[config.mk]
export PLATFORM = sky130hd
export DESIGN_NAME = sigact_fifo
export DESIGN_NICKNAME = d
export VERILOG_FILES = /design/src/rtl/core/sigact_fifo.sv
export SDC_FILE = /design/constraint.sdc
export NUM_CORES = 1
export LEC_CHECK = 0
export BUFFER_PORTS_ARGS = -buffer_cell sky130_fd_sc_hd__buf_2
export CORE_AREA = 2 2 53 60
export DETAILED_ROUTE_END_ITERATION = 7
export DIE_AREA = 0 0 55 62
export GPL_TIMING_DRIVEN = 0
export PLACE_DENSITY = 0.81
export SYNTH_ARGS = -nofsm -noshare
export SYNTH_HDL_FRONTEND = slang
export SYNTH_SLANG_ARGS = --single-unit
[constraint.sdc]
create_clock -name clk -period 3.5 [get_ports clk]
set_clock_uncertainty 0.1 [all_clocks]
set_input_delay 0.525 -clock clk [delete_from_list [all_inputs] [get_ports clk]]
set_output_delay 0.525 -clock clk [all_outputs]
set_load 0.005 [all_outputs]
[src/rtl/core/sigact_fifo.sv]
module sigact_fifo #(
    parameter int WIDTH = 8,
    parameter int DEPTH = 4
) (
    input  logic                           clk,
    input  logic                           rst_n,
    input  logic                           push,
    input  logic [WIDTH-1:0]               wdata,
    output logic                           full,
    input  logic                           pop,
    output logic [WIDTH-1:0]               rdata,
    output logic                           empty,
    output logic [$clog2(DEPTH+1)-1:0]     count
);

    localparam int PW = (DEPTH > 1) ? $clog2(DEPTH) : 1;
    localparam int CW = $clog2(DEPTH + 1);

    logic [WIDTH-1:0] mem_reg [DEPTH];
    logic [PW-1:0]    wr_ptr_reg, wr_ptr_next;
    logic [PW-1:0]    rd_ptr_reg, rd_ptr_next;
    logic [CW-1:0]    count_reg, count_next;
    logic             do_push;
    logic             do_pop;

    always_comb
    begin
        full = (count_reg == CW'(DEPTH));
        empty = (count_reg == '0);
        do_push = push && !full;
        do_pop = pop && !empty;
        wr_ptr_next = wr_ptr_reg;
        rd_ptr_next = rd_ptr_reg;
        count_next = count_reg;
        if (do_push)
            wr_ptr_next = (wr_ptr_reg == PW'(DEPTH - 1)) ? '0 : wr_ptr_reg + 1'b1;
        if (do_pop)
            rd_ptr_next = (rd_ptr_reg == PW'(DEPTH - 1)) ? '0 : rd_ptr_reg + 1'b1;
        if (do_push && !do_pop)
            count_next = count_reg + 1'b1;
        else if (do_pop && !do_push)
            count_next = count_reg - 1'b1;
    end

    always_ff @(posedge clk or negedge rst_n)
    begin
        if (!rst_n)
        begin
            wr_ptr_reg <= '0;
            rd_ptr_reg <= '0;
            count_reg <= '0;
        end
        else
        begin
            wr_ptr_reg <= wr_ptr_next;
            rd_ptr_reg <= rd_ptr_next;
            count_reg <= count_next;
        end
    end

    always_ff @(posedge clk)
    begin
        if (do_push)
            mem_reg[wr_ptr_reg] <= wdata;
    end

    assign rdata = mem_reg[rd_ptr_reg];
    assign count = count_reg;

endmodule

Word level (Yosys, flattened, before mapping)
Memory sizes are Yosys's and may differ from the RTL's.
Cells that the tools add are included.
Operators by class
  add/subtract/negate cells: 4
  equal/unequal tests: 3
  multiplexer cells: 6
  reductions and logical operators: 10
Operator list (number)
  3-bit two-way mux: 2
  2-bit by 1-bit adder with 2-bit output (second input constant): 2
  2-bit == test (second input constant): 2
  1-bit logical AND: 4
  1-bit zero test: 4
  2-bit two-way mux: 2
  3-bit by 1-bit adder with 3-bit output (second input constant): 1
  3-bit == test (second input constant): 1
  3-bit zero test: 1
  3-bit by 1-bit subtractor with 3-bit output (second input constant): 1
  1-bit two-way mux: 2
  2-bit nonzero test: 1
Storage, ports and cells
  register bits after elaboration: 7
  memory bits (writable): 32
  input port bits: 12
  output and inout bits: 13
  logic and storage cells: 27
  memories: 1
Memory list
  mem_reg: depth 4, bits a word 8, rd ports 1, clocked after Yosys merged registers in 0, write ports 1, RTL line 19  | logic [WIDTH-1:0] mem_reg [DEPTH];

Longest topological paths before layout
Gate-level depths: netlist (run 1).
  word-level depth: 7
  mapped depth: 9
  gate-level depth less buffers: 8

Least setup slack after synthesis (run 1)
Ideal clock, no wire load.
  path type: register to register
  start: register count_reg[0], in the netlist count[0]
  end: register count_reg[2], in the netlist count[2]
  library setup time: 79 ps
  data arrival time: 1887 ps
  required time: 3321 ps
  setup slack: 1434 ps
  cell stages (with the launch flop): 9
  path buffers: 0
  period minus slack after synthesis: 2066 ps
  cells stage by stage: dfrtp_1 -> nor3_1 -> nand2b_4 -> ha_1 -> inv_1 -> fa_1 -> xor2_1 -> nor2_1 -> xor2_1
On the way
  word-level cells in the longest chain between the ends: 6
  elaborated cells on any way between the ends: 15
  those cells by class: add/sub: 2; eq/ne: 1; mux: 2; reduce/logical: 10
Ends and longest elaborated chain
  from (decl): RTL line 22  | logic [CW-1:0] count_reg, count_next;
  from (signal assigned): RTL line 57  | count_reg <= count_next;
  3-bit zero test (*): RTL line 29  | empty = (count_reg == '0);
  net empty: RTL line 12  | output logic empty,
  1-bit zero test (*): RTL line 31  | do_pop = pop && !empty;
  1-bit logical AND (*): RTL line 31
  1-bit zero test: RTL line 39  | if (do_push && !do_pop)
  1-bit logical AND: RTL line 39
  3-bit two-way mux or 2-bit nonzero test (tied branches)
The timed path passes the listed nets; every way through them passes the cells marked *. The select of a mux whose other input is x is not followed.
A chain may end at the register's enable or synchronous reset.

Worst setup path after layout (run 1)
  start: register rd_ptr_reg[0]
  end: output port rdata[4]
On the way
  word-level cells in the longest chain between the ends: 1
Ends and longest elaborated chain
  from (decl): RTL line 21  | logic [PW-1:0] rd_ptr_reg, rd_ptr_next;
  from (signal assigned): RTL line 56  | rd_ptr_reg <= rd_ptr_next;
  memory 4 x 8 bit
  to (decl): RTL line 11  | output logic [WIDTH-1:0] rdata,
No other way between the ends.

==> flow_summary_export.csv, run 1 <==
group,metric,value,unit
timing,timing_worst_slew_pin_value,0.522,ns
synth,synthesis.nets,98,
global_route,grt_first_pass_wirelength,3880,um
die,floorplan.rows,21,
global_route,globalRoute.totalOverflow,0,
die,fp.coreArea,2890,um2
cts,tritoncts.num_buffers,5,
critical_path,worst-path-max-fanout,10,
timing,finalHoldViolations,0,
synth,syn_area,1620,um2
power_and_ir_drop,max-vdd-ir-drop,0.000534,V
cts,clk-insertion-delay-late,0.33,ns
layout,diodes,0,
synth,syn-mean-instance-area,20.5,um2
cts,cts-resized-gates,0,
place,post-place-cells,137,
detailed_routing,routedWlPerCell,16.7,um
flow_run,drv_cap,0,
die,floorplan.die_area,3410,um2
timing,maxSlewHeadroom,65.2,%
critical_path,critical_path_class,"flip-flop to output pin",
cts,cts_htree_levels,2,
layout,final_layout_size_suffix_gt1_share,45.5,%
detailed_routing,drt_iter0_markers,20,
place,place_congestion,0.637,
power_and_ir_drop,power-per-cell-area,780,nW/um2
layout,layout_commonest_cell,"sky130_fd_sc_hd__edfxtp_1",
layout,layout.core_utilization,63.7,%
detailed_routing,antenna_left,0,
synth,yosys_register_bits,39,
global_route,grt_antenna_before_repair,0,
synth,sequential_fraction_of_the_synthesis_area,70.1,%
detailed_routing,drtPass1Iterations,4,
detailed_routing,via_count,770,
global_route,grt_start_max_net_pins,12,
critical_path,cell_class_contributing_the_biggest_share_of_worst_path_delay,"multiplexers",
detailed_routing,detail_route.vias_per_cell,5.27,
synth,synthDistinctLibCells,19,
die,io-pin-count,25,
global_route,grt_util_all_layers,17.8,%
detailed_routing,route.detailed.drc,0,
hold_path,worst_hold_path_type,"input port to flip-flop",
timing,slew_violations,0,
critical_path,cp_data_required_time,2.87,ns
layout,area_growth_syn_to_layout,13.7,%
global_route,first_global_vias,797,
run_status,run_status,"completed",
cts,clock_path_buffers,2,
critical_path,crit_path_max_delay_cell_type,"sky130_fd_sc_hd__mux4_2",
critical_path,critical_path_s_most_frequent_cell,"sky130_fd_sc_hd__buf_2",
critical_path,crit_path_max_incr_delay,0.54,ns
layout,most_used_cells_in_the_layout_excluding_fill_and_tap_cells,"32 x sky130_fd_sc_hd__edfxtp_1, 25 x sky130_fd_sc_hd__buf_2, 8 x sky130_fd_sc_hd__mux4_2, 7 x sky130_fd_sc_hd__dfrtp_1, 6 x sky130_fd_sc_hd__ha_1",
place,place_hpwl,1740,um
layout,filler_free_cell_count_of_the_finished_design,146,
layout,n_fill_cell,228,
synth,yosys.area.top_type_share,59.3,%
synth,synth_top_cell_by_area,"sky130_fd_sc_hd__edfxtp_1",
critical_path,cp_num_buf_inv,2,
timing,fin_crit_sh,66.0,%
timing,max_clock_freq,433,MHz
critical_path,worstSetupEndpointType,"output pin",
cts,tritoncts,"done",
critical_path,crit_arrival,1.68,ns
timing,setup_viol,0,
cts,clkSinkCount,39,
cts,root_buffer_cell,"sky130_fd_sc_hd__clkbuf_4",
power_and_ir_drop,power.static_leakage,0.708,nW
layout,largest_register_ffs,32,
timing,rsz0062_at_grt,"false",
die,initial_core_util,56.1,%
critical_path,critPathLaunchType,"flip-flop",
synth,ys_top_cells_by_area,"sky130_fd_sc_hd__edfxtp_1 59%, sky130_fd_sc_hd__mux4_2 11%, sky130_fd_sc_hd__dfrtp_1 11%",
layout,finish.net_count,130,
timing,tns,0,ns
die,die_w,55,um
detailed_routing,wirelength,2440,um
die,fp.dieH,62,um
synth,ys.warnings.count,0,
synth,post_synth_inst_count,79,
place,buffers_added_on_ports,24,
timing,period_minus_slack,2.31,ns
critical_path,timing.critical_path.cells,"buf_2, mux4_2, buf_2",
cts,clk_pin_slew,0.10,ns
## logic make-up (layout without fill, tap and decap cells)
family,after synthesis,in the layout,synth area share (%)
fa+ha+maj,7,7,5.87
mux,13,13,15.1
simple gates,11,11,5.41
buf+inv,6,39,1.93
xor+xnor,3,3,1.62
flops,39,39,70.1
## timing repair
item | CTS | global route
hold endpoints to repair | 7 | 0
hold buffers | 1 | 0
setup buffers | 0 | 0
## cell usage after synthesis (all sizes together)
cell type,n
and2,4
buf,3
dfrtp,7
edfxtp,32
fa,1
ha,6
inv,3
mux2,5
mux4,8
nand2b,1
nor2,3
nor2b,1
nor3,1
nor3b,1
xnor2,1
xor2,2
## worst paths after layout
check | from | depth (start not counted) | slack, ns | end
setup / recovery | rd_ptr_reg[0] | 3 | 1.19 | rdata[4]
hold / removal | wdata[4] | 1 | 0.30 | mem_reg[1][4]
setup reg to reg | count[0] | 8 | 1.37 | count[2]
hold reg to reg | count[2] | 1 | 0.43 | count[2]
max in group asynchronous | rst_n | 2 | 2.71 | rd_ptr_reg[1]
min in group asynchronous | rst_n | 2 | 0.43 | count[0]
## report_power, final
| part | internal [mW] | switching, mW | total, mW |
|---|---|---|---|
| Sequential | 0.628 | 0.0685 | 0.697 |
| Clock | 0.0744 | 0.131 | 0.206 |
| Combinational | 0.294 | 0.240 | 0.534 |
## area by class of cell
cell class	count	area (um2)	share of cell area, %
clock buffer	6	41.3	2.24
sequential	39	1140	61.7
inverter	3	11.3	0.611
buffer	3	20.0	1.09
tap	34	42.5	2.31
multi-input combinational	34	453	24.6
clock inverter	2	7.51	0.408
timing repair buffer	25	130	7.07
## through the flow
| step | setup slack [ns] | total power [mW] | hold WS (ns) | cell area (um2) |
|---|---|---|---|---|
| finish | 1.19 | 1.44 | 0.297 | 1840 |
| global route | 1.04 | 1.56 | 0.266 | 1840 |
| CTS | 1.14 | 1.46 | 0.282 | 1840 |
| detailed placement | 1.38 | 1.26 | 0.269 | 1780 |
| global placement | 1.44 | 1.21 | 0.262 | 1780 |
| floorplan | 1.43 | 1.07 | 0.129 | 1620 |
## routing by layer
layer	routed length, um	GRT usage, %
met1	996	21.0
met2	1280	28.6
met3	125	7.89
met4	41	7.32
met5	0	0
Power figures use the tool's default switching activity.
==> run 2: changes to the inputs <==
==> config.mk (replaced) <==
export PLATFORM = sky130hd
export DESIGN_NAME = sigact_fifo
export DESIGN_NICKNAME = d
export VERILOG_FILES = /design/src/rtl/core/sigact_fifo.sv
export SDC_FILE = /design/constraint.sdc
export NUM_CORES = 1
export LEC_CHECK = 0
export ABC_AREA = 1
export BUFFER_PORTS_ARGS = -buffer_cell sky130_fd_sc_hd__buf_2
export CORE_AREA = 2 2 57 64
export DETAILED_ROUTE_END_ITERATION = 7
export DIE_AREA = 0 0 59 66
export GPL_TIMING_DRIVEN = 0
export PLACE_DENSITY = 0.76
export SYNTH_ARGS = -nofsm -noshare
export SYNTH_HDL_FRONTEND = slang
export SYNTH_SLANG_ARGS = --single-unit
==> constraint.sdc (replaced) <==
create_clock -name clk -period 2.3 [get_ports clk]
set_clock_uncertainty 0.1 [all_clocks]
set_input_delay 0.345 -clock clk [delete_from_list [all_inputs] [get_ports clk]]
set_output_delay 0.345 -clock clk [all_outputs]
set_load 0.005 [all_outputs]
==> run 2 against run 1 <==
Against the previous run:
- setup slack worse by 0.91 ns
- clock power rose by 63%
- sequential share of layout area shrank 4.5 points
- critical path depth grew 6
- sequential power rose by 49%
- synthesized cell count is 95% higher
- area after synthesis increased by 8.6%
- combinational power is 89% higher
- wire length is 30% higher
- largest cell class unchanged
- largest power group unchanged
==> flow_summary_export.csv, run 2 <==
group,metric,value,unit
run_status,run_status,"completed",
detailed_routing,via_count,1143,
die,floorplan.die_area,3890,um2
critical_path,critical_path_class,"flip-flop to flip-flop",
critical_path,setup.worst_path.start,"count[0]",
hold_path,worst_hold_path_type,"input port to flip-flop",
hold_path,hold-path-cell-count,1,
synth,ys_top_cells_by_area,"sky130_fd_sc_hd__edfxtp_1 55%, sky130_fd_sc_hd__dfrtp_1 10%, sky130_fd_sc_hd__nand2_1 8.1%",
synth,netlist_top_cells_count,"38 x sky130_fd_sc_hd__nand2_1, 32 x sky130_fd_sc_hd__edfxtp_1, 31 x sky130_fd_sc_hd__inv_1, 15 x sky130_fd_sc_hd__o211ai_1",
place,dpl_worst_slack,0.297,ns
timing,finalWorstSetupSlack,0.283,ns
timing,setup_viol,0,
synth,synth_top_cell_by_area,"sky130_fd_sc_hd__edfxtp_1",
timing,max_clock_freq,496,MHz
critical_path,cp-endpoint,"count[1]",
die,fp.coreArea,3250,um2
place,place_congestion,0.728,
cts,clk_pin_slew,0.11,ns
layout,most_used_cells_in_the_layout_excluding_fill_and_tap_cells,"38 x sky130_fd_sc_hd__nand2_1, 32 x sky130_fd_sc_hd__edfxtp_1, 31 x sky130_fd_sc_hd__inv_1, 24 x sky130_fd_sc_hd__buf_2, 15 x sky130_fd_sc_hd__o211ai_1",
synth,synthDistinctLibCells,16,
synth,ys.warnings.count,0,
die,die_w,59,um
detailed_routing,wirelength,3180,um
global_route,grt_start_max_net_pins,13,
critical_path,worstSetupEndpointType,"flip-flop",
synth,synthesis.nets,173,
timing,rsz0062_at_grt,"false",
critical_path,crit_arrival,2.15,ns
detailed_routing,route.detailed.drc,0,
layout,largest_register_ffs,32,
critical_path,cp_data_required_time,2.43,ns
timing,maxSlewHeadroom,45.5,%
cts,tritoncts,"done",
power_and_ir_drop,fin_total_pwr,2.38,mW
timing,period_minus_slack,2.02,ns
critical_path,setup.reg_to_reg.worst_slack,0.28,ns
synth,yosys_register_bits,39,
place,post-place-cells,214,
timing,finalHoldViolations,0,
die,floorplan.rows,22,
synth,number_of_flops_mapped_to_enable_cells_by_yosys,32,
power_and_ir_drop,power.static_leakage,0.905,nW
layout,layout_commonest_cell,"sky130_fd_sc_hd__nand2_1",
place,place_hpwl,2240,um
timing,slew_violations,0,
die,io-pin-count,25,
synth,async_reset_ff_share,17.9,%
detailed_routing,antenna_left,0,
place,post_dp_cell_area,1920,um2
cts,clk-insertion-delay-late,0.34,ns
place,buffers_added_on_ports,24,
synth,synth_ff_type,"sky130_fd_sc_hd__edfxtp_1",
global_route,grt_first_pass_wirelength,5200,um
cts,cts-resized-gates,0,
layout,final_area,1990,um2
cts,clock_path_buffers,2,
timing,fin_crit_sh,87.7,%
critical_path,worstReg2RegEnd,"count[1]",
global_route,first_global_vias,1155,
die,fp.dieH,66,um
layout,filler_free_cell_count_of_the_finished_design,223,
cts,cts_htree_levels,2,
cts,tritoncts.num_buffers,5,
critical_path,worst_r2r_path_cells,9,
timing,timing_worst_slew_pin_value,0.815,ns
critical_path,rr_startpoint,"count[0]",
detailed_routing,drtPass1Iterations,4,
power_and_ir_drop,power-per-cell-area,1200,nW/um2
layout,finish.net_count,205,
synth,sequential_fraction_of_the_synthesis_area,64.6,%
synth,syn_area,1760,um2
layout,diodes,0,
power_and_ir_drop,max-vdd-ir-drop,0.000672,V
layout,area_growth_syn_to_layout,13.0,%
flow_run,drv_cap,0,
cts,clkSinkCount,39,
die,initial_core_util,54.2,%
synth,yosys.area.top_type_share,54.6,%
detailed_routing,detail_route.vias_per_cell,5.13,
timing,tns,0,ns
global_route,globalRoute.totalOverflow,0,
detailed_routing,routedWlPerCell,14.3,um
layout,final_layout_size_suffix_gt1_share,20.9,%
global_route,grt_antenna_before_repair,0,
detailed_routing,drt_iter0_markers,31,
cts,root_buffer_cell,"sky130_fd_sc_hd__clkbuf_4",
global_route,grt_util_all_layers,18.9,%
synth,yosysMostFrequentCell,"sky130_fd_sc_hd__nand2_1",
critical_path,critPathLaunchType,"flip-flop",
synth,post_synth_inst_count,154,
critical_path,worst-path-max-fanout,7,
synth,syn-mean-instance-area,11.4,um2
## run 2: repair_timing
| item | CTS | global route |
|---|---|---|
| endpoints found under the hold margin | 7 | 0 |
| setup buffers | 0 | 0 |
| hold buffers | 1 | 0 |
| endpoints found under the setup margin | 0 | 0 |
## run 2: kinds of logic after synthesis
logic type	after synthesis	share of synthesized area [%]
and+or+nand+nor	53	12.1
DFF	39	64.6
buffers and inverters	37	10.0
AOI/OAI and AO/OA	17	7.40
adders and majority gates	7	5.41
xor gates and xnor gates	1	0.498
## run 2: how the worst min path moves through the flow
| stage | slack [ns] | startpoint | to |
|---|---|---|---|
| final | 0.10 | wdata[5] | mem_reg[1][5] |
| after global routing | 0.09 | wdata[6] | mem_reg[2][6] |
| after CTS | 0.09 | wdata[5] | mem_reg[0][5] |
| after detailed placement | 0.09 | rst_n | count[0] |
| after global placement | 0.08 | rst_n | count[0] |
| after floorplan | -0.05 | rst_n | count[0] |
## run 2: area by class of cell
class	count	area (um2)
Fill cell	270	1260
Sequential cell	39	1140
Multi-Input combinational cell	78	447
Timing Repair Buffer	25	130
Inverter	32	120
Buffer	5	56.3
Tap cell	36	45.0
Clock buffer	6	41.3
Clock inverter	2	12.5
## run 2: metal layers
metal / global-route usage, % / routed length [um] / up-vias
met2: 32.4 / 1680 / 27
met3: 5.28 / 132 / 4
li1: - / - / 569
met4: 5.97 / 36 / 0
met1: 22.7 / 1330 / 543
met5: 0 / 0 / -
## run 2: power breakdown
group          leakage [nW]  switching, mW  total, mW  internal [mW]
Combinational         0.499          0.586       1.01          0.422
Sequential            0.378         0.0909       1.04          0.950
Clock                0.0282          0.218      0.336          0.118
Total                 0.905          0.894       2.38           1.49
## run 2: metrics by stage
stage	util (%)	hold slack, ns
5_1_grt	61.2	0.0924
2_1_floorplan	-	-0.0506
6_report	61.2	0.103
3_3_place_gp	59.2	0.0818
4_1_cts	61.2	0.0907
3_5_place_dp	59.2	0.0929
## run 2: critical path, cell delays in order, from the launching register on
cell,delay (ns)
sky130_fd_sc_hd__dfrtp_1,0.46
sky130_fd_sc_hd__inv_2,0.08
sky130_fd_sc_hd__nand3_1,0.16
sky130_fd_sc_hd__nand2_2,0.17
sky130_fd_sc_hd__inv_1,0.06
sky130_fd_sc_hd__ha_1,0.20
sky130_fd_sc_hd__inv_1,0.09
sky130_fd_sc_hd__fa_1,0.42
sky130_fd_sc_hd__nand2_1,0.08
sky130_fd_sc_hd__o21ai_0,0.08
==> run 3: changes to the inputs <==
--- a/config.mk
+++ b/config.mk
@@ -10,8 +10,8 @@
 export CORE_AREA = 2 2 57 64
 export DETAILED_ROUTE_END_ITERATION = 7
 export DIE_AREA = 0 0 59 66
-export GPL_TIMING_DRIVEN = 0
 export PLACE_DENSITY = 0.76
+export RECOVER_POWER = 100
 export SYNTH_ARGS = -nofsm -noshare
 export SYNTH_HDL_FRONTEND = slang
 export SYNTH_SLANG_ARGS = --single-unit
==> run 3 against run 2 <==
Against the previous run:
- first-iteration DRC count fell by 35%
- largest power group unchanged
- worst hold slack improved by 0.057 ns
- die area did not move
- register-to-register slack got worse by 0.04 ns
- non-clock buffer count rose by 1
- design area fell by 2.3%
- clock-buffer cell count rose by 1
- setup slack got worse by 0.042 ns
- wire length fell by 3.6%
- utilization fell by 1.4 points
- via count rose by 1.2%
- critical endpoint is now count[2]
==> flow_summary_export.csv, run 3 (synthesis gave the netlist of run 2 again) <==
group,metric,value,unit
place,post-place-cells,215,
run_status,run_status,"completed",
detailed_routing,via_count,1157,
hold_path,worst_hold_path_type,"input port to flip-flop",
critical_path,critical_path_class,"flip-flop to flip-flop",
die,io-pin-count,25,
cts,tritoncts.num_buffers,5,
global_route,grt_antenna_before_repair,0,
global_route,global_route.usage.met2,30.7,%
cts,postCtsSetupRepairBufs,0,
die,fp.coreArea,3250,um2
timing,finalHoldViolations,0,
hold_path,hold-path-cell-count,1,
critical_path,cp_data_required_time,2.44,ns
power_and_ir_drop,power-per-cell-area,1180,nW/um2
cts,cts-resized-gates,0,
place,buffers_added_on_ports,24,
global_route,met3_usage,4.89,%
cts,clkSinkCount,39,
timing,max_clock_freq,486,MHz
timing,fin_crit_sh,89.5,%
cts,tritoncts,"done",
power_and_ir_drop,power.static_leakage,0.856,nW
layout,final_layout_size_suffix_gt1_share,12.2,%
die,fp.dieH,66,um
critical_path,crit_path_max_incr_delay,0.44,ns
global_route,globalRoute.totalOverflow,0,
place,place_hpwl,2210,um
layout,area_growth_syn_to_layout,10.5,%
global_route,grt_most_used_layer,"met2",
critical_path,crit_path_max_delay_cell_type,"sky130_fd_sc_hd__dfrtp_1",
layout,diodes,0,
critical_path,critPathLaunchType,"flip-flop",
timing,maxSlewHeadroom,62.0,%
cts,clk_pin_slew,0.11,ns
place,place_congestion,0.757,
flow_run,drv_cap,0,
timing,rsz0062_at_grt,"false",
cts,root_buffer_cell,"sky130_fd_sc_hd__clkbuf_4",
critical_path,crit_arrival,2.20,ns
layout,layout_commonest_cell,"sky130_fd_sc_hd__nand2_1",
global_route,grt_start_max_net_pins,20,
critical_path,cell_class_contributing_the_biggest_share_of_worst_path_delay,"simple AND/OR/NAND/NOR gates",
detailed_routing,drtPass1Iterations,4,
critical_path,worst-path-max-fanout,4,
global_route,global_route.usage.met1,19.2,%
critical_path,worst_r2r_path_cells,10,
global_route,grt_util_all_layers,17.8,%
layout,multi_input_comb_area,447,um2
layout,ff_latch_area,1140,um2
cts,clk-insertion-delay-late,0.33,ns
timing,period_minus_slack,2.06,ns
global_route,grt_first_pass_wirelength,4960,um
detailed_routing,detail_route.vias_per_cell,5.17,
layout,n_fill_cell,283,
die,initial_core_util,54.2,%
timing,slew_violations,0,
cts,cts-hold-fix-buffers,1,
cts,cts_htree_levels,2,
timing,setup_viol,0,
detailed_routing,drt_iter0_markers,20,
critical_path,critical_path_s_most_frequent_cell,"sky130_fd_sc_hd__nand2_1",
power_and_ir_drop,max-vdd-ir-drop,0.000664,V
cts,clock_path_buffers,2,
timing,timing_worst_slew_pin_value,0.570,ns
layout,filler_free_cell_count_of_the_finished_design,224,
critical_path,number_of_logic_stages_on_the_critical_path_including_buffering,10,
layout,most_used_cells_in_the_layout_excluding_fill_and_tap_cells,"38 x sky130_fd_sc_hd__nand2_1, 32 x sky130_fd_sc_hd__edfxtp_1, 31 x sky130_fd_sc_hd__inv_1, 18 x sky130_fd_sc_hd__clkbuf_1, 15 x sky130_fd_sc_hd__o211ai_1",
detailed_routing,routedWlPerCell,13.7,um
die,die_w,59,um
timing,tns,0,ns
critical_path,cp_num_buf_inv,2,
detailed_routing,route.detailed.drc,0,
critical_path,worstSetupEndpointType,"flip-flop",
die,floorplan.rows,22,
detailed_routing,antenna_left,0,
die,floorplan.die_area,3890,um2
layout,finish.net_count,206,
detailed_routing,wirelength,3070,um
layout,largest_register_ffs,32,
critical_path,timing.critical_path.cells,"inv_1, nand3_1, nand2_1, ha_1, inv_1, fa_1, nand2_1, nand3_1, nand2_1, nand2_1",
global_route,first_global_vias,1159,
==> run 3: changes by cell type in the layout (fill, tap and decap cells not counted), sizes merged <==
cell / change
buf: -15
clkbuf: +17
clkinvlp: -1
==> run 3: layout make-up <==
type | count | share of cell area, %
tap | 36 | 2.32
clock buffer | 7 | 2.32
inverter | 32 | 6.18
timing repair buffer | 31 | 7.47
multi-input combinational | 78 | 23.0
sequential | 39 | 58.5
clock inverter | 1 | 0.258
==> run 3: path summary, 6_finish.rpt <==
kind	start	to	slack, ns
hold reg to reg	wr_ptr_reg[1]	wr_ptr_reg[1]	0.46
setup reg to reg	count[1]	count[2]	0.24
min in group asynchronous	rst_n	count[2]	0.32
max in group asynchronous	rst_n	wr_ptr_reg[0]	1.50
hold / removal	wdata[6]	mem_reg[0][6]	0.16
setup / recovery	count[1]	count[2]	0.24
==> run 3: through the flow <==
step | cell area (um2) | setup slack (ns) | utilization [%] | hold WS (ns) | power [mW]
2_1_floorplan | 1760 | 0.477 | - | -0.0506 | 1.72
3_3_place_gp | 1910 | 0.434 | 58.9 | 0.0822 | 1.94
3_5_place_dp | 1910 | 0.280 | 58.9 | 0.0861 | 2.02
4_1_cts | 1970 | 0.231 | 60.7 | 0.114 | 2.34
5_1_grt | 1940 | 0.0553 | 59.8 | 0.171 | 2.47
6_report | 1940 | 0.241 | 59.8 | 0.159 | 2.29
==> run 3: power by group <==
group / switching (mW) / internal, mW / total [mW]
clock network: 0.203 / 0.119 / 0.322
registers: 0.112 / 0.949 / 1.06
logic: 0.551 / 0.357 / 0.909
total: 0.866 / 1.43 / 2.29
==> run 3: worst register-to-register path, stage by stage, from the launching register on <==
cell                      delay [ns]
sky130_fd_sc_hd__dfrtp_1        0.44
sky130_fd_sc_hd__inv_1          0.13
sky130_fd_sc_hd__nand3_1        0.17
sky130_fd_sc_hd__nand2_1        0.16
sky130_fd_sc_hd__ha_1           0.18
sky130_fd_sc_hd__inv_1          0.07
sky130_fd_sc_hd__fa_1           0.39
sky130_fd_sc_hd__nand2_1        0.11
sky130_fd_sc_hd__nand3_1        0.08
sky130_fd_sc_hd__nand2_1        0.07
sky130_fd_sc_hd__nand2_1        0.05
==> run 3: per-layer routing <==
| metal | up-vias | wire (um) |
|---|---|---|
| li1 | 575 | - |
| met4 | 0 | 70 |
| met1 | 544 | 1280 |
| met3 | 9 | 118 |
| met5 | - | 0 |
| met2 | 29 | 1600 |
